==> config.mk <==
export PLATFORM = sky130hd
export DESIGN_NAME = ica_link
export DESIGN_NICKNAME = d
export VERILOG_FILES = /design/src/sv/ica_pkg.sv /design/src/sv/ica_link.sv
export SDC_FILE = /design/constraint.sdc
export NUM_CORES = 1
export LEC_CHECK = 0
export BUFFER_PORTS_ARGS = -buffer_cell sky130_fd_sc_hd__buf_2
export CORE_AREA = 2 2 119 121
export DETAILED_ROUTE_END_ITERATION = 12
export DIE_AREA = 0 0 121 123
export GPL_ROUTABILITY_DRIVEN = 0
export GPL_TIMING_DRIVEN = 0
export MAX_ROUTING_LAYER = met4
export SLEW_MARGIN = 25
export SYNTH_ARGS = -nofsm -noshare
export SYNTH_HDL_FRONTEND = slang
export SYNTH_SLANG_ARGS = --single-unit
==> constraint.sdc <==
create_clock -name vclk -period 2.1
set_input_delay 0.315 -clock vclk [all_inputs]
set_output_delay 0.315 -clock vclk [all_outputs]
set_load 0.005 [all_outputs]
==> src/sv/ica_pkg.sv <==
// Shared types and codes for the integer calculator ALU.
package ica_pkg;

  // Operation codes on the input beat.
  localparam logic [2:0] OP_ADD  = 3'd0;
  localparam logic [2:0] OP_SUB  = 3'd1;
  localparam logic [2:0] OP_MUL  = 3'd2;
  localparam logic [2:0] OP_DIV  = 3'd3;
  localparam logic [2:0] OP_POW  = 3'd4;
  localparam logic [2:0] OP_SQRT = 3'd5;

  typedef enum logic [1:0] {
    ST_OK      = 2'd0,
    ST_DIVZ    = 2'd1,
    ST_NEGROOT = 2'd2,
    ST_OVF     = 2'd3
  } status_e;

  // What a cell does to the beat passing through it.
  typedef enum logic [1:0] {
    MODE_PASS = 2'd0,
    MODE_MUL  = 2'd1,
    MODE_DIV  = 2'd2,
    MODE_SQRT = 2'd3
  } mode_e;

  // How the end of the chain turns the working registers into a result.
  typedef enum logic [2:0] {
    KIND_DONE = 3'd0,
    KIND_MUL  = 3'd1,
    KIND_DIV  = 3'd2,
    KIND_SQRT = 3'd3,
    KIND_POW  = 3'd4
  } kind_e;

  typedef struct packed {
    kind_e   kind;
    mode_e   mode;
    status_e status;
    logic    neg;
    logic    ovf;
  } tag_t;

endpackage

==> src/sv/ica_link.sv <==
// Pass boundary: clamps a power product and sets up the next square or multiply.
module ica_link #(
  parameter int unsigned DATA_WIDTH = 32,
  parameter int unsigned AUX_WIDTH  = 37,
  parameter int unsigned PASS       = 1
) (
  input  ica_pkg::tag_t             tag_i,
  input  logic [2*DATA_WIDTH-1:0]   acc_i,
  input  logic [DATA_WIDTH-1:0]     x_i,
  input  logic [DATA_WIDTH-1:0]     y_i,
  input  logic [AUX_WIDTH-1:0]      aux_i,
  output ica_pkg::tag_t             tag_o,
  output logic [2*DATA_WIDTH-1:0]   acc_o,
  output logic [DATA_WIDTH-1:0]     x_o,
  output logic [DATA_WIDTH-1:0]     y_o
);
  localparam int unsigned W  = DATA_WIDTH;
  localparam int unsigned EB = AUX_WIDTH - 1 - PASS / 2;
  localparam logic [W-1:0] MinV = {1'b1, {(W-1){1'b0}}};
  localparam logic [W-1:0] MaxV = ~MinV;

  logic [W-1:0] lim;
  logic         over;
  logic [W-1:0] r;

  assign lim  = tag_i.neg ? MinV : MaxV;
  assign over = acc_i > {{W{1'b0}}, lim};
  // Clamp just past the limit: later products can only grow
  assign r    = over ? lim + W'(1) : acc_i[W-1:0];

  always_comb begin
    tag_o = tag_i;
    acc_o = acc_i;
    x_o   = x_i;
    y_o   = y_i;
    if (tag_i.kind == ica_pkg::KIND_POW) begin
      tag_o.ovf = tag_i.ovf | over;
      if (PASS % 2 == 0) begin
        tag_o.mode = ica_pkg::MODE_MUL;
        acc_o      = '0;
        x_o        = r;
        y_o        = r;
      end else if (aux_i[EB]) begin
        tag_o.mode = ica_pkg::MODE_MUL;
        acc_o      = '0;
        x_o        = r;
        y_o        = aux_i[W-1:0];
      end else begin
        tag_o.mode = ica_pkg::MODE_PASS;
        acc_o      = {{W{1'b0}}, r};
      end
    end else begin
      tag_o.mode = ica_pkg::MODE_PASS;
    end
  end
endmodule

==> impl_metrics.json <==
{
  "io_pins": 311,
  "layout_common_cells": "buf_2, nand2_1, nor2b_1",
  "setup_slack_ps": -686.8,
  "grt-ovfl-total": 0,
  "postRouteAntennaNets": 0,
  "violations": "negative setup slack",
  "crit_chain": "buf_16, buf_12, ha_4, nand4_1, nor2_1, a22o_1, o41ai_4, o2111ai_4, and2_4, buf_12, o21ai_4, buf_2",
  "fmax_mhz": 358.8,
  "ys_seq_area_share_pct": 0,
  "core-area_um2": 13610,
  "via_per_inst": 4.274,
  "synth_cell_type_count": 41,
  "crit_required_ps": 1780,
  "nets": 919,
  "die_h_um": 123,
  "utilization_pct": 34.64,
  "power.total_mw": 0.8461,
  "critPathMaxStageDelay_ps": 350,
  "die_area_um2": 14880,
  "fill_cells": 1504,
  "cts_hold_buf": 0,
  "timing.final.hold_violations": 0,
  "antenna_found_initial": 1,
  "final_cells": 892,
  "clock_buffers": 0,
  "portBuffers": 302,
  "design.seq.count": 0,
  "crit_type": "in2out",
  "cp-endpoint": "x_o[1]",
  "area_growth_pct": 107.3,
  "hold_path_class": "in2out",
  "pre_cts_ws_ps": -1773,
  "holdWs_ps": 795.8,
  "placedCellCount": 869,
  "setup_viol": 65,
  "leakage_nw": 2.539,
  "critPathArrivalTime_ps": 2470,
  "yosys_warnings": 0,
  "drv_cap": 0,
  "layout-drive-gt1-share_pct": 58.09,
  "drcViolationCount": 0,
  "status": "finished with violations",
  "slew_violations": 0,
  "final_area_um2": 4715,
  "cp-end-kind": "output pin",
  "fin_crit_sh_pct": 132.7,
  "ir_drop_uv": 55.66,
  "min_period_ps": 2787,
  "cp_slowest_cell": "o41ai_4",
  "synthCells": 387,
  "die_width_um": 121,
  "cp-start-kind": "primary input",
  "synth_area_um2": 2275,
  "tns_ps": -41430,
  "routed_wl_um": 12600,
  "dp_hpwl_um": 10290,
  "startpoint": "tag_i[1]",
  "placed_area_um2": 4209,
  "grt_pass1_vias": 3401,
  "synth_nets": 593,
  "syn-mean-instance-area_um2": 5.878,
  "dr.first_iter.drc_count": 96,
  "via_count": 3812,
  "p_per_area_nw_per_um2": 179.5,
  "worst_path_most_repeated_cell": "buf_12",
  "min-delay-start": "tag_i[3]",
  "rows": 43,
  "final_common_cell": "buf_2",
  "start_util_pct": 16.71,
  "rsz0062_at_grt": "true",
  "regArea_um2": 0,
  "cp_max_fo": 7,
  "grt_max_degree": 17,
  "firstDrtPassIters": 4,
  "wire_per_inst_um": 14.13,
  "grtUsageTotal_pct": 15.15,
  "grt_first_pass_wirelength_um": 17530
}
[synth_stat cells, types with 2 or more instances]
cell      instances  area, µm²
nand2_1         166      623.1
clkbuf_1         14      52.55
nand4_1           8      50.05
o21ai_0           2      10.01
nor4_1            8      50.05
and4_1            4      35.03
inv_1             3      11.26
ha_1             32      400.4
nor2_1            3      11.26
buf_6             3      33.78
clkbuf_2          3      15.01
o21ai_2          26      227.7
buf_1             2      7.510
and2_1           31      193.9
nand3_1           3      15.01
buf_4             7      52.55
a21oi_1          10      50.05
nor2b_1          33      206.5
a21o_1            4      30.03
o21ai_1           4      20.02
[what timing repair did]
action                     4_1_cts  5_1_grt
resized for setup               42       17
pin swaps                       12        4
setup endpoints to repair      128       89
setup buffers                   14        5
gates cloned                     2        1
[where the power goes]
group             total, mW  switching (mW)  internal [mW]
Combinational         0.846           0.394          0.452
Sequential                0               0              0
Clock          0.0000000636               0   0.0000000636
Total                 0.846           0.394          0.452
[worst min path at each step]
stage                    end  slack (ps)  depth (start not counted)
finish              tag_o[3]         800                          2
global route        tag_o[2]         810                          2
CTS                 tag_o[3]         800                          2
detailed placement  tag_o[3]         800                          2
global placement    tag_o[2]         800                          2
floorplan           acc_o[0]         690                          1
[worst max-delay path: cells and delay by family]
| kind | cells | cell delay (ps) |
|---|---|---|
| compound gates | 4 | 890 |
| fa+ha+maj | 1 | 240 |
| simple gates | 3 | 460 |
| buf+inv | 4 | 560 |
[routing by layer]
metal | track usage [%] | vias to the layer above | part of all wire, %
met3 | 1.522 | 6 | 6.5
li1 | - | 1943 | -
met2 | 27.88 | 159 | 51
met4 | 0.7994 | 0 | 0.83
met1 | 18.78 | 1704 | 42
met5 | - | - | 0
[layout make-up]
type                       count  area, µm²  share of cell area [%]
antenna                        1      2.502                 0.05308
buffer                        30      240.2                   5.096
inverter                       4      22.52                  0.4777
multi-input combinational    353       2451                   51.99
tap                          180      225.2                   4.777
timing repair buffer         324       1773                   37.61
[kinds of logic (layout without fill, tap and decap cells)]
kind of cell / count (synthesis) / count (layout) / share of synthesized area [%]
adders and majority gates: 32 / 32 / 17.60
AOI/OAI and AO/OA: 59 / 59 / 20.68
and+or+nand+nor: 261 / 261 / 53.58
other: 1 / 2 / 0.1649
buffers and inverters: 34 / 358 / 7.975
Note: power is estimated with default switching activity, not from simulation.
