$ cat src/sv/ica_pkg.sv
// Shared types and codes for the integer calculator ALU.
package ica_pkg;

  // Operation codes on the input beat.
  localparam logic [2:0] OP_ADD  = 3'd0;
  localparam logic [2:0] OP_SUB  = 3'd1;
  localparam logic [2:0] OP_MUL  = 3'd2;
  localparam logic [2:0] OP_DIV  = 3'd3;
  localparam logic [2:0] OP_POW  = 3'd4;
  localparam logic [2:0] OP_SQRT = 3'd5;

  typedef enum logic [1:0] {
    ST_OK      = 2'd0,
    ST_DIVZ    = 2'd1,
    ST_NEGROOT = 2'd2,
    ST_OVF     = 2'd3
  } status_e;

  // What a cell does to the beat passing through it.
  typedef enum logic [1:0] {
    MODE_PASS = 2'd0,
    MODE_MUL  = 2'd1,
    MODE_DIV  = 2'd2,
    MODE_SQRT = 2'd3
  } mode_e;

  // How the end of the chain turns the working registers into a result.
  typedef enum logic [2:0] {
    KIND_DONE = 3'd0,
    KIND_MUL  = 3'd1,
    KIND_DIV  = 3'd2,
    KIND_SQRT = 3'd3,
    KIND_POW  = 3'd4
  } kind_e;

  typedef struct packed {
    kind_e   kind;
    mode_e   mode;
    status_e status;
    logic    neg;
    logic    ovf;
  } tag_t;

endpackage

$ cat src/sv/ica_cell.sv
// One step cell: a shift-add, restoring divide or root digit step, or a pass-through, registered.
module ica_cell #(
  parameter int unsigned DATA_WIDTH = 32,
  parameter int unsigned AUX_WIDTH  = 37,
  parameter int unsigned STEP       = 0
) (
  input  logic                      clk_i,
  input  logic                      rst_ni,
  input  logic                      en_i,
  input  logic                      vld_i,
  input  ica_pkg::tag_t             tag_i,
  input  logic [2*DATA_WIDTH-1:0]   acc_i,
  input  logic [DATA_WIDTH-1:0]     x_i,
  input  logic [DATA_WIDTH-1:0]     y_i,
  input  logic [DATA_WIDTH-1:0]     q_i,
  input  logic [AUX_WIDTH-1:0]      aux_i,
  output logic                      vld_o,
  output ica_pkg::tag_t             tag_o,
  output logic [2*DATA_WIDTH-1:0]   acc_o,
  output logic [DATA_WIDTH-1:0]     x_o,
  output logic [DATA_WIDTH-1:0]     y_o,
  output logic [DATA_WIDTH-1:0]     q_o,
  output logic [AUX_WIDTH-1:0]      aux_o
);
  localparam int unsigned W  = DATA_WIDTH;
  localparam int unsigned SQ = W / 2;

  logic [2*W-1:0] acc_d;
  logic [W-1:0]   y_d;
  logic [W-1:0]   q_d;
  logic [W:0]     rem_div;
  logic [W:0]     dif_div;
  logic [W+1:0]   rem_sq;
  logic [W+1:0]   trial_sq;
  logic [W+1:0]   dif_sq;
  logic           vld_q;
  ica_pkg::tag_t  tag_q;
  logic [2*W-1:0] acc_q;
  logic [W-1:0]   x_q;
  logic [W-1:0]   y_q;
  logic [W-1:0]   q_q;
  logic [AUX_WIDTH-1:0] aux_q;

  assign rem_div  = {acc_i[W-1:0], y_i[W-1]};
  assign dif_div  = rem_div - {1'b0, x_i};
  assign rem_sq   = {acc_i[W-1:0], y_i[W-1:W-2]};
  assign trial_sq = {q_i, 2'b01};
  assign dif_sq   = rem_sq - trial_sq;

  always_comb begin
    acc_d = acc_i;
    y_d   = y_i;
    q_d   = q_i;
    unique case (tag_i.mode)
      ica_pkg::MODE_PASS: begin
      end
      ica_pkg::MODE_MUL: begin
        // MSB first: double and add the multiplicand when the bit is set
        acc_d = {acc_i[2*W-2:0], 1'b0} + {{W{1'b0}}, x_i & {W{y_i[W-1]}}};
        y_d   = {y_i[W-2:0], 1'b0};
      end
      ica_pkg::MODE_DIV: begin
        if (rem_div >= {1'b0, x_i}) begin
          acc_d = {{W{1'b0}}, dif_div[W-1:0]};
          q_d   = {q_i[W-2:0], 1'b1};
        end else begin
          acc_d = {{W{1'b0}}, rem_div[W-1:0]};
          q_d   = {q_i[W-2:0], 1'b0};
        end
        y_d = {y_i[W-2:0], 1'b0};
      end
      ica_pkg::MODE_SQRT: begin
        if (STEP < SQ) begin
          if (rem_sq >= trial_sq) begin
            acc_d = {{W{1'b0}}, dif_sq[W-1:0]};
            q_d   = {q_i[W-2:0], 1'b1};
          end else begin
            acc_d = {{W{1'b0}}, rem_sq[W-1:0]};
            q_d   = {q_i[W-2:0], 1'b0};
          end
          y_d = {y_i[W-3:0], 2'b00};
        end
      end
      default: begin
      end
    endcase
  end

  always_ff @(posedge clk_i or negedge rst_ni) begin
    if (!rst_ni) begin
      vld_q <= 1'b0;
    end else if (en_i) begin
      vld_q <= vld_i;
    end
  end

  always_ff @(posedge clk_i) begin
    if (en_i) begin
      tag_q <= tag_i;
      acc_q <= acc_d;
      x_q   <= x_i;
      y_q   <= y_d;
      q_q   <= q_d;
      aux_q <= aux_i;
    end
  end

  assign vld_o = vld_q;
  assign tag_o = tag_q;
  assign acc_o = acc_q;
  assign x_o   = x_q;
  assign y_o   = y_q;
  assign q_o   = q_q;
  assign aux_o = aux_q;
endmodule

$ cat config.mk
export PLATFORM = sky130hd
export DESIGN_NAME = ica_cell
export DESIGN_NICKNAME = d
export VERILOG_FILES = /design/src/sv/ica_pkg.sv /design/src/sv/ica_cell.sv
export SDC_FILE = /design/constraint.sdc
export NUM_CORES = 1
export LEC_CHECK = 0
export BUFFER_PORTS_ARGS = -buffer_cell sky130_fd_sc_hd__buf_2
export CORE_UTILIZATION = 58
export DETAILED_ROUTE_END_ITERATION = 7
export GPL_ROUTABILITY_DRIVEN = 1
export PLACE_DENSITY = 0.88
export SLEW_MARGIN = 20
export SYNTH_ARGS = -nofsm -noshare
export SYNTH_HDL_FRONTEND = slang
export SYNTH_SLANG_ARGS = --single-unit
$ cat constraint.sdc
create_clock -name clk_i -period 2.1 [get_ports clk_i]
set_clock_uncertainty 0.05 [all_clocks]
set_input_delay 0.42 -clock clk_i [delete_from_list [all_inputs] [get_ports clk_i]]
set_output_delay 0.42 -clock clk_i [all_outputs]
set_load 0.03 [all_outputs]
==> impl_summary.txt, run 1 <==
----------------------------------------------------
[Global route]
  Overall overflow remaining after global route ... 473
  First-pass GRT wire length ... 174000 um
  All-layer global routing usage ... 0.884
  Vias in the first global route ... roughly 25000
  Pin count of the biggest net entering global routing ... between 50 and 60

[Clocking]
  Max Buffers Root-to-Sink ... 3
  Clock tree root buffer cell ... sky130_fd_sc_hd__clkbuf_16
  Deepest level of the CTS H-tree ... 1
  Number of clock buffers inserted by TritonCTS ... 23
  Clock tree sinks ... slightly above 200

[Status]
  Outcome ... stopped before the end
  Stopped at ... 5_1_grt
  Error that stopped the run ... [ERROR GRT-0116] Global routing finished with congestion. Check the congestion regions in the DRC Viewer.

[Synth]
  Netlist Area Pre-Place ... between 10000 and 15000 um^2
  Leading post-synthesis cells by cell area ... sky130_fd_sc_hd__edfxtp_1, sky130_fd_sc_hd__ha_1, sky130_fd_sc_hd__nand2_1
  Number of distinct library cells after synthesis ... 82
  Flip-flop and latch count after synthesis ... approximately 210
  Most frequent cell after synthesis ... sky130_fd_sc_hd__edfxtp_1
  Predominant post-synthesis flop cell ... sky130_fd_sc_hd__edfxtp_1
  Post-synthesis net count ... 1861
  Mapped Cells ... about 1500
  Warnings from Yosys ... 0
  Post-synth ARST share ... 0.00483
  Commonest cells post-synth ... sky130_fd_sc_hd__edfxtp_1, sky130_fd_sc_hd__nand2_1, sky130_fd_sc_hd__o21ai_0, sky130_fd_sc_hd__ha_1, sky130_fd_sc_hd__inv_1
  Number of enable flip-flop cells after synthesis ... 206
  Largest area contributor in the netlist ... sky130_fd_sc_hd__edfxtp_1
  Synth top area share ... 0.421
  Part of the Yosys area used for sequential elements ... 0.422
  Avg Cell Area, Syn ... 9.51 um^2

[Die]
  Width of the chip ... roughly 160 um
  Effective utilization at floorplan ... 0.598
  Vertical extent of the die ... between 150 and 200 um
  Cell row count ... 57
  Count of boundary I/O pins ... approximately 420

[Place]
  Placed instance area ... ~21000 um^2
  Weighted congestion at the end of routability-driven global placement ... about 1.0
  Port Buf Inserts ... roughly 420
  Pre-CTS worst setup slack ... -1.50 ns
  Detail Placement HPWL ... about 47000 um

----------------------------------------------------
cell families after synthesis:
group / count (synthesis) / share of synthesized area
simple gates: 438 / 0.135
fa+ha+maj: 104 / 0.0895
compound gates: 494 / 0.225
mux: 10 / 0.00731
buf+inv: 175 / 0.0499
xor+xnor: 119 / 0.0709
flops: 207 / 0.422
metrics by stage:
stage | std cells | TNS (ns)
after CTS | 2772 | -40.41
after detailed placement | 2651 | -89.94
after floorplan | 1547 | -53.93
after global placement | 2651 | -78.22
timing repair:
| item | CTS |
|---|---|
| gates cloned | 6 |
| endpoints found under the hold margin | 16 |
| hold buffers | 16 |
| resized for setup | 288 |
| setup endpoints to repair | 65 |
| buffers inserted | 62 |
| pin swaps | 110 |
per-layer routing:
layer  track usage  GRT overflow
met5         0.472             2
met4         0.939           168
met3         0.775            17
met2          1.02           274
met1         0.854            12
==> inputs of run 2 (changes only) <==
--- a/config.mk
+++ b/config.mk
@@ -6,10 +6,10 @@
 export NUM_CORES = 1
 export LEC_CHECK = 0
 export BUFFER_PORTS_ARGS = -buffer_cell sky130_fd_sc_hd__buf_2
-export CORE_UTILIZATION = 58
+export CORE_UTILIZATION = 40
 export DETAILED_ROUTE_END_ITERATION = 7
 export GPL_ROUTABILITY_DRIVEN = 1
-export PLACE_DENSITY = 0.88
+export PLACE_DENSITY_LB_ADDON = 0.15
 export SLEW_MARGIN = 20
 export SYNTH_ARGS = -nofsm -noshare
 export SYNTH_HDL_FRONTEND = slang
==> impl_summary.txt, run 2 <==
----------------------------------------------------
[Status]
  Outcome ... finished, violations left
  Failing checks ... setup timing

[Setup path]
  Startpoint-to-endpoint class of the critical path ... input pin to flop
  Worst reg2reg startpoint ... vld_o
  Startpoint of the worst setup timing path ... y_i[31]
  Kind of start point of the critical path ... input pin
  Data required time at the worst endpoint ... around 2.3 ns
  Endpoint of the lowest-slack register-to-register path ... vld_o
  Register-to-Register Setup Slack ... between 1 and 1.5 ns
  Endpoint class of the critical path ... flop
  CP Max Fanout ... 6
  Critical Path AT ... approximately 3.2 ns
  Depth of the most critical reg-to-reg path ... 1

[Synth]
  Part of the Yosys area used for sequential elements ... 0.422
  Predominant post-synthesis flop cell ... sky130_fd_sc_hd__edfxtp_1
  Post-synthesis net count ... roughly 1900
  Flip-flop and latch count after synthesis ... ~210
  Warnings from Yosys ... 0
  Mapped Cells ... 1547
  Post-synth ARST share ... 0.00483
  Number of enable flip-flop cells after synthesis ... between 200 and 250
  Number of distinct library cells after synthesis ... 82
  Leading post-synthesis cells by cell area ... sky130_fd_sc_hd__edfxtp_1, sky130_fd_sc_hd__ha_1, sky130_fd_sc_hd__nand2_1
  Netlist Area Pre-Place ... between 10000 and 15000 um^2
  Avg Cell Area, Syn ... around 9.5 um^2
  Commonest cells post-synth ... sky130_fd_sc_hd__edfxtp_1, sky130_fd_sc_hd__nand2_1, sky130_fd_sc_hd__o21ai_0, sky130_fd_sc_hd__ha_1, sky130_fd_sc_hd__inv_1
  Synth top area share ... 0.421
  Most frequent cell after synthesis ... sky130_fd_sc_hd__edfxtp_1
  Largest area contributor in the netlist ... sky130_fd_sc_hd__edfxtp_1

[Power]
  Total power per unit cell area ... about 630 nW/um^2
  P_int ... around 0.010 W
  Part of the total power dissipated in the clock network ... 0.268
  Net Sw Frac ... 0.348
  Leakage dissipation ... approximately 11 nW
  Portion of total power attributed to sequential cells ... 0.325
  Combinational group share of total power ... 0.407
  IR drop worst, VDD ... just over 0.0006 V
  Power after layout ... approximately 0.016 W
  Net load switching power ... roughly 0.0055 W

[Min path]
  Cell count of the worst hold path ... 1
  Hold-critical path endpoint ... aux_o[35]
  Min-Delay Startpoint ... aux_i[35]
  Tightest Hold Check Type ... input pin to flop

[Routing]
  Mean routed wirelength per cell ... 19.8 um
  DRT antenna net count ... 0
  Number of detailed-route iterations in the first pass ... 8
  Vias after detailed routing ... around 16000
  Violation count after the first detailed-routing iteration ... ~950
  Total wire length ... approximately 60000 um
  Via density ... 5.37
  Number of design rule violations left after detail routing ... 0

[Job]
  Max-capacitance violation count ... 0

[STA]
  Post-layout worst setup margin ... -0.832 ns
  Transition time of the tightest slew-check pin ... about 0.56 ns
  Max-slew violation total from the final report ... 0
  Final hold violation count ... 0
  Setup repair after global routing missed its margin ... true
  Share of the cycle needed by the critical path after routing ... 1.40
  Number of setup violations in the final report ... 65
  Max Fclk ... 341 MHz
  Worst relative slew slack ... 0.627
  Period minus WS final ... approximately 2.9 ns
  Hold slack final ... ~0.015 ns

[Clocking]
  Clock input transition at the sequential cells of the worst setup and hold paths ... roughly 0.060 ns
  Clock tree root buffer cell ... sky130_fd_sc_hd__clkbuf_16
  Number of clock buffers inserted by TritonCTS ... 25
  Clock tree sinks ... just over 200
  Clk Latency, worst-skew pair ... 0.54 ns
  CTS tree ... yes
  Deepest level of the CTS H-tree ... 1
  Max Buffers Root-to-Sink ... 3

[Place]
  Number of instances in the placed design ... approximately 2800
  Pre-CTS worst setup slack ... -1.63 ns
  Port Buf Inserts ... about 420
  Detail Placement HPWL ... roughly 44000 um
  Weighted congestion at the end of routability-driven global placement ... roughly 0.97

[Finish]
  Share of post-route cells with drive strength above 1 ... 0.513
  Area Growth Syn to Fin ... 72.4%
  Number of nets in the final layout ... between 2000 and 3000
  Most frequent cells in the layout ... sky130_fd_sc_hd__buf_4, sky130_fd_sc_hd__buf_2, sky130_fd_sc_hd__edfxtp_1
  Finished Layout Cells ... 3019
  Number of flip-flops in the largest register ... 64
  Final Core Density ... 0.706
  Leading cell type in the layout, fill and taps excluded ... sky130_fd_sc_hd__buf_4

[Die]
  Effective utilization at floorplan ... 0.410
  Std-Cell Core Area ... about 36000 um^2
  Vertical extent of the die ... 194 um
  Width of the chip ... approximately 190 um
  Die ar. ... about 38000 um^2
  Cell row count ... 69
  Count of boundary I/O pins ... approximately 420

[Global route]
  Routing layer with the top usage in global route ... met2
  Overall overflow remaining after global route ... 0
  First-pass GRT wire length ... 89000 um
  Met3 global-route usage ... 0.0456
  Met2 track demand over resource in global routing ... 0.526
  Antenna violations before repair ... 4
  Vias in the first global route ... roughly 16000
  Pin count of the biggest net entering global routing ... 67
  GRT met1 Usage ... 0.387
  All-layer global routing usage ... 0.301

----------------------------------------------------
## run 2: critical path: stages
cell and delay, ns:
sky130_fd_sc_hd__buf_16 0.16, sky130_fd_sc_hd__inv_16 0.06, sky130_fd_sc_hd__nor2_4 0.09, sky130_fd_sc_hd__ha_4 0.22
sky130_fd_sc_hd__a211o_4 0.35, sky130_fd_sc_hd__buf_4 0.15, sky130_fd_sc_hd__nor3_4 0.16, sky130_fd_sc_hd__a21oi_2 0.09
sky130_fd_sc_hd__o31ai_4 0.36, sky130_fd_sc_hd__a31oi_4 0.17, sky130_fd_sc_hd__o21ai_4 0.22, sky130_fd_sc_hd__buf_6 0.13
sky130_fd_sc_hd__a21oi_4 0.07, sky130_fd_sc_hd__clkbuf_16 0.17, sky130_fd_sc_hd__buf_4 0.14, sky130_fd_sc_hd__xnor2_2 0.11
sky130_fd_sc_hd__o21ai_1 0.08
## run 2: worst max-delay path by stage
stage	to	slack, ns	cells after the start
detailed placement	acc_o[37]	-1.63	18
global route	acc_o[50]	-0.91	16
floorplan	acc_o[1]	-1.08	12
global placement	acc_o[40]	-1.59	14
finish	acc_o[43]	-0.83	17
CTS	acc_o[16]	-0.77	12
## run 2: routing by layer
layer | wire length [um] | part of all wire
met4 | 1750 | 0.029
met5 | 0 | 0
met1 | 24700 | 0.41
met2 | 29600 | 0.50
met3 | 3690 | 0.062
## run 2: final cells by class
| class | count | area (um^2) |
|---|---|---|
| tap | 461 | 577 |
| antenna | 3 | 7.51 |
| timing repair inverter | 3 | 47.5 |
| fill | 2670 | 10500 |
| sequential | 207 | 6210 |
| clock inverter | 17 | 149 |
| timing repair buffer | 1035 | 7620 |
| clock buffer | 28 | 637 |
| inverter | 100 | 434 |
| multi-input combinational | 1165 | 9690 |
## run 2: repair_timing
action | in CTS | in global routing
hold endpoints to repair | 69 | 0
gates cloned | 6 | 1
setup endpoints to repair | 65 | 65
hold buffers | 69 | 0
gates resized for setup | 232 | 177
pin swaps | 155 | 150
setup buffers | 56 | 39
## run 2: logic make-up (layout without fill, tap and decap cells)
family / after synthesis / after routing / share of synthesized area
compound gates: 494 / 494 / 0.225
simple gates: 438 / 438 / 0.135
flops: 207 / 207 / 0.422
buf+inv: 175 / 1183 / 0.0499
xor+xnor: 119 / 119 / 0.0709
fa+ha+maj: 104 / 104 / 0.0895
mux: 10 / 10 / 0.00731
other cells: 0 / 3 / 0
## run 2: per-stage QoR
step / setup TNS, ns / instance area (um^2)
2_1_floorplan: -53.93 / 15300
4_1_cts: -40.56 / 24300
3_3_place_gp: -92.16 / 21200
3_5_place_dp: -93.94 / 21200
6_report: -44.74 / 25400
5_1_grt: -49.18 / 25400
## run 2: power by group through the flow
| stage | clock network, W | logic (W) | registers (W) |
|---|---|---|---|
| floorplan | 0 | 0.00214 | 0.00605 |
| global placement | 0 | 0.00528 | 0.00524 |
| detailed placement | 0 | 0.00533 | 0.00524 |
| CTS | 0.00433 | 0.00597 | 0.00516 |
| global route | 0.00448 | 0.00685 | 0.00519 |
| finish | 0.00426 | 0.00647 | 0.00516 |
Note: power is estimated with default switching activity, not from simulation.
==> inputs of run 3 (changes only) <==
==> constraint.sdc (replaced) <==
create_clock -name clk_i -period 2.1 [get_ports clk_i]
set_clock_uncertainty 0.05 [all_clocks]
set_input_delay 0.21 -clock clk_i [delete_from_list [all_inputs] [get_ports clk_i]]
set_output_delay 0.21 -clock clk_i [all_outputs]
set_load 0.03 [all_outputs]
==> impl_summary.txt, run 3 (synthesized netlist as in run 2, its figures left out) <==
----------------------------------------------------
[Setup path]
  Startpoint-to-endpoint class of the critical path ... input pin to flop
  Critical Path AT ... 2.94 ns
  Data required time at the worst endpoint ... 2.38 ns
  Kind of start point of the critical path ... input pin
  Startpoint of the worst setup timing path ... y_i[31]
  Series of cell instances along the critical path ... buf_12 > inv_12 > nor2_4 > ha_4 > inv_2 > fa_2 > nor2b_4 > o211ai_1 > a21oi_4 > o31ai_4 > a31oi_1 > buf_4 > o21ai_4 > buf_6 > a21oi_4 > buf_6 > nand3_2 > xor2_1 > o21ai_1
  Highest-delay cell along the critical path ... sky130_fd_sc_hd__fa_2
  Endpoint class of the critical path ... flop
  Buffers and inverters on the worst path ... 6
  Cell class contributing the biggest share of worst-path delay ... compound AO/OA/AOI/OAI gates
  CP Max Fanout ... 5
  Worst reg2reg startpoint ... vld_o
  Maximum cell stage delay along the critical path ... 0.39 ns

[STA]
  Period minus WS final ... 2.67 ns
  Number of setup violations in the final report ... 65
  Transition time of the tightest slew-check pin ... 0.496 ns
  Setup repair after global routing missed its margin ... true
  Max-slew violation total from the final report ... 0
  Share of the cycle needed by the critical path after routing ... 1.27
  Max Fclk ... between 300 and 400 MHz
  Final hold violation count ... 0
  Worst relative slew slack ... 0.668
  Post-layout worst setup margin ... -0.567 ns

[Die]
  Vertical extent of the die ... 194 um
  Std-Cell Core Area ... between 30000 and 40000 um^2
  Die ar. ... 37500 um^2
  Cell row count ... between 60 and 70
  Effective utilization at floorplan ... 0.410
  Width of the chip ... between 150 and 200 um
  Count of boundary I/O pins ... 417

[Place]
  Weighted congestion at the end of routability-driven global placement ... between 0.9 and 1
  Detail Placement HPWL ... between 40000 and 50000 um
  Pre-CTS worst setup slack ... -1.34 ns
  Port Buf Inserts ... 416

[Finish]
  Share of post-route cells with drive strength above 1 ... 0.476
  Most frequent cells in the layout ... sky130_fd_sc_hd__buf_4, sky130_fd_sc_hd__buf_2, sky130_fd_sc_hd__edfxtp_1
  Total area of multi-input combinational cells ... between 9000 and 10000 um^2
  Number of flip-flops in the largest register ... 64
  Area of all sequential standard cells ... 6210 um^2
  Number of nets in the final layout ... about 2900
  Filler cells ... between 2000 and 3000
  Area Growth Syn to Fin ... 78.4%
  Leading cell type in the layout, fill and taps excluded ... sky130_fd_sc_hd__buf_4

[Power]
  Total power per unit cell area ... between 600 and 700 nW/um^2
  IR drop worst, VDD ... just under 0.0007 V
  Leakage dissipation ... roughly 12 nW
  Power after layout ... 0.0163 W

[Clocking]
  Number of clock buffers inserted by TritonCTS ... 25
  Max Buffers Root-to-Sink ... 3
  CTS tree ... yes
  Clk Latency, worst-skew pair ... roughly 0.57 ns
  Deepest level of the CTS H-tree ... 1
  Clock input transition at the sequential cells of the worst setup and hold paths ... approximately 0.070 ns
  Clock tree sinks ... a little over 200
  Clock tree root buffer cell ... sky130_fd_sc_hd__clkbuf_16

[Min path]
  Min-Delay Startpoint ... q_i[9]
  Tightest Hold Check Type ... input pin to flop

[Routing]
  Vias after detailed routing ... around 17000
  DRT antenna net count ... 0
  Number of design rule violations left after detail routing ... 0
  Mean routed wirelength per cell ... between 20 and 25 um
  Total wire length ... between 60000 and 70000 um
  Number of detailed-route iterations in the first pass ... 6
  Violation count after the first detailed-routing iteration ... roughly 1100
  Via density ... between 5 and 6

[Global route]
  Vias in the first global route ... 16600
  All-layer global routing usage ... 0.314
  Pin count of the biggest net entering global routing ... approximately 110
  First-pass GRT wire length ... about 90000 um
  Overall overflow remaining after global route ... 0
  Antenna violations before repair ... 6

[Status]
  Failing checks ... setup timing
  Outcome ... finished, violations left

[Job]
  Max-capacitance violation count ... 0

----------------------------------------------------
-- run 3: changes by cell type in the layout (fill, tap and decap cells not counted), sizes merged --
cell	delta
dlygate4sd3	+126
inv	-2
clkinvlp	+2
bufinv	+1
diode	+3
clkinv	-6
buf	-42
clkbuf	+5
dlymetal6s4s	+1
-- run 3: worst min-delay path: stages --
cell,delay [ns]
sky130_fd_sc_hd__buf_2,0.08
sky130_fd_sc_hd__inv_1,0.04
sky130_fd_sc_hd__o21ai_0,0.17
-- run 3: final timing paths --
path	endpoint	slack, ns	cells past startpoint
max	acc_o[39]	-0.57	19
max in group asynchronous	vld_o	1.47	3
min reg2reg	vld_o	0.48	1
max reg2reg	vld_o	1.29	1
min in group asynchronous	vld_o	0.43	3
min	q_o[10]	0.005	3
-- run 3: what timing repair did --
item	CTS	global route
pin swaps	122	120
gates resized for setup	206	183
cloned	3	5
buffers inserted	36	27
hold buffers	196	0
setup endpoints to repair	65	86
hold endpoints to repair	178	0
-- run 3: power by group --
| group | internal [W] | switching (W) | leakage, nW |
|---|---|---|---|
| Sequential | 0.00503 | 0.000133 | 2.02 |
| Combinational | 0.00305 | 0.00361 | 9.25 |
| Clock | 0.00255 | 0.00189 | 0.383 |
-- run 3: metal layers --
metal  wire length, um  GRT usage
met5                 0          0
met1             25600      0.396
met3              4340     0.0572
met2             30200      0.543
met4              2340     0.0966
-- run 3: area by class of cell --
class / instances / area share
tap: 461 / 0.0220
clock inverter: 14 / 0.00620
clock buffer: 29 / 0.0244
timing repair buffer: 1124 / 0.332
multi-input combinational: 1165 / 0.361
antenna: 6 / 0.000572
inverter: 100 / 0.0166
timing repair inverter: 1 / 0.000620
sequential: 207 / 0.237
-- run 3: stage by stage --
step | utilization | instance area (um^2) | hold slack, ns | TNS, ns | instances
6_report | 0.731 | 26200 | 0.00499 | -27.76 | 3107
5_1_grt | 0.730 | 26200 | 0.0238 | -34.17 | 3106
2_1_floorplan | - | 15300 | -0.136 | -40.28 | 1547
4_1_cts | 0.703 | 25200 | 0.00143 | -24.41 | 3074
3_5_place_dp | 0.588 | 21100 | -0.0606 | -76.38 | 2797
3_3_place_gp | 0.588 | 21100 | -0.0624 | -72.18 | 2797
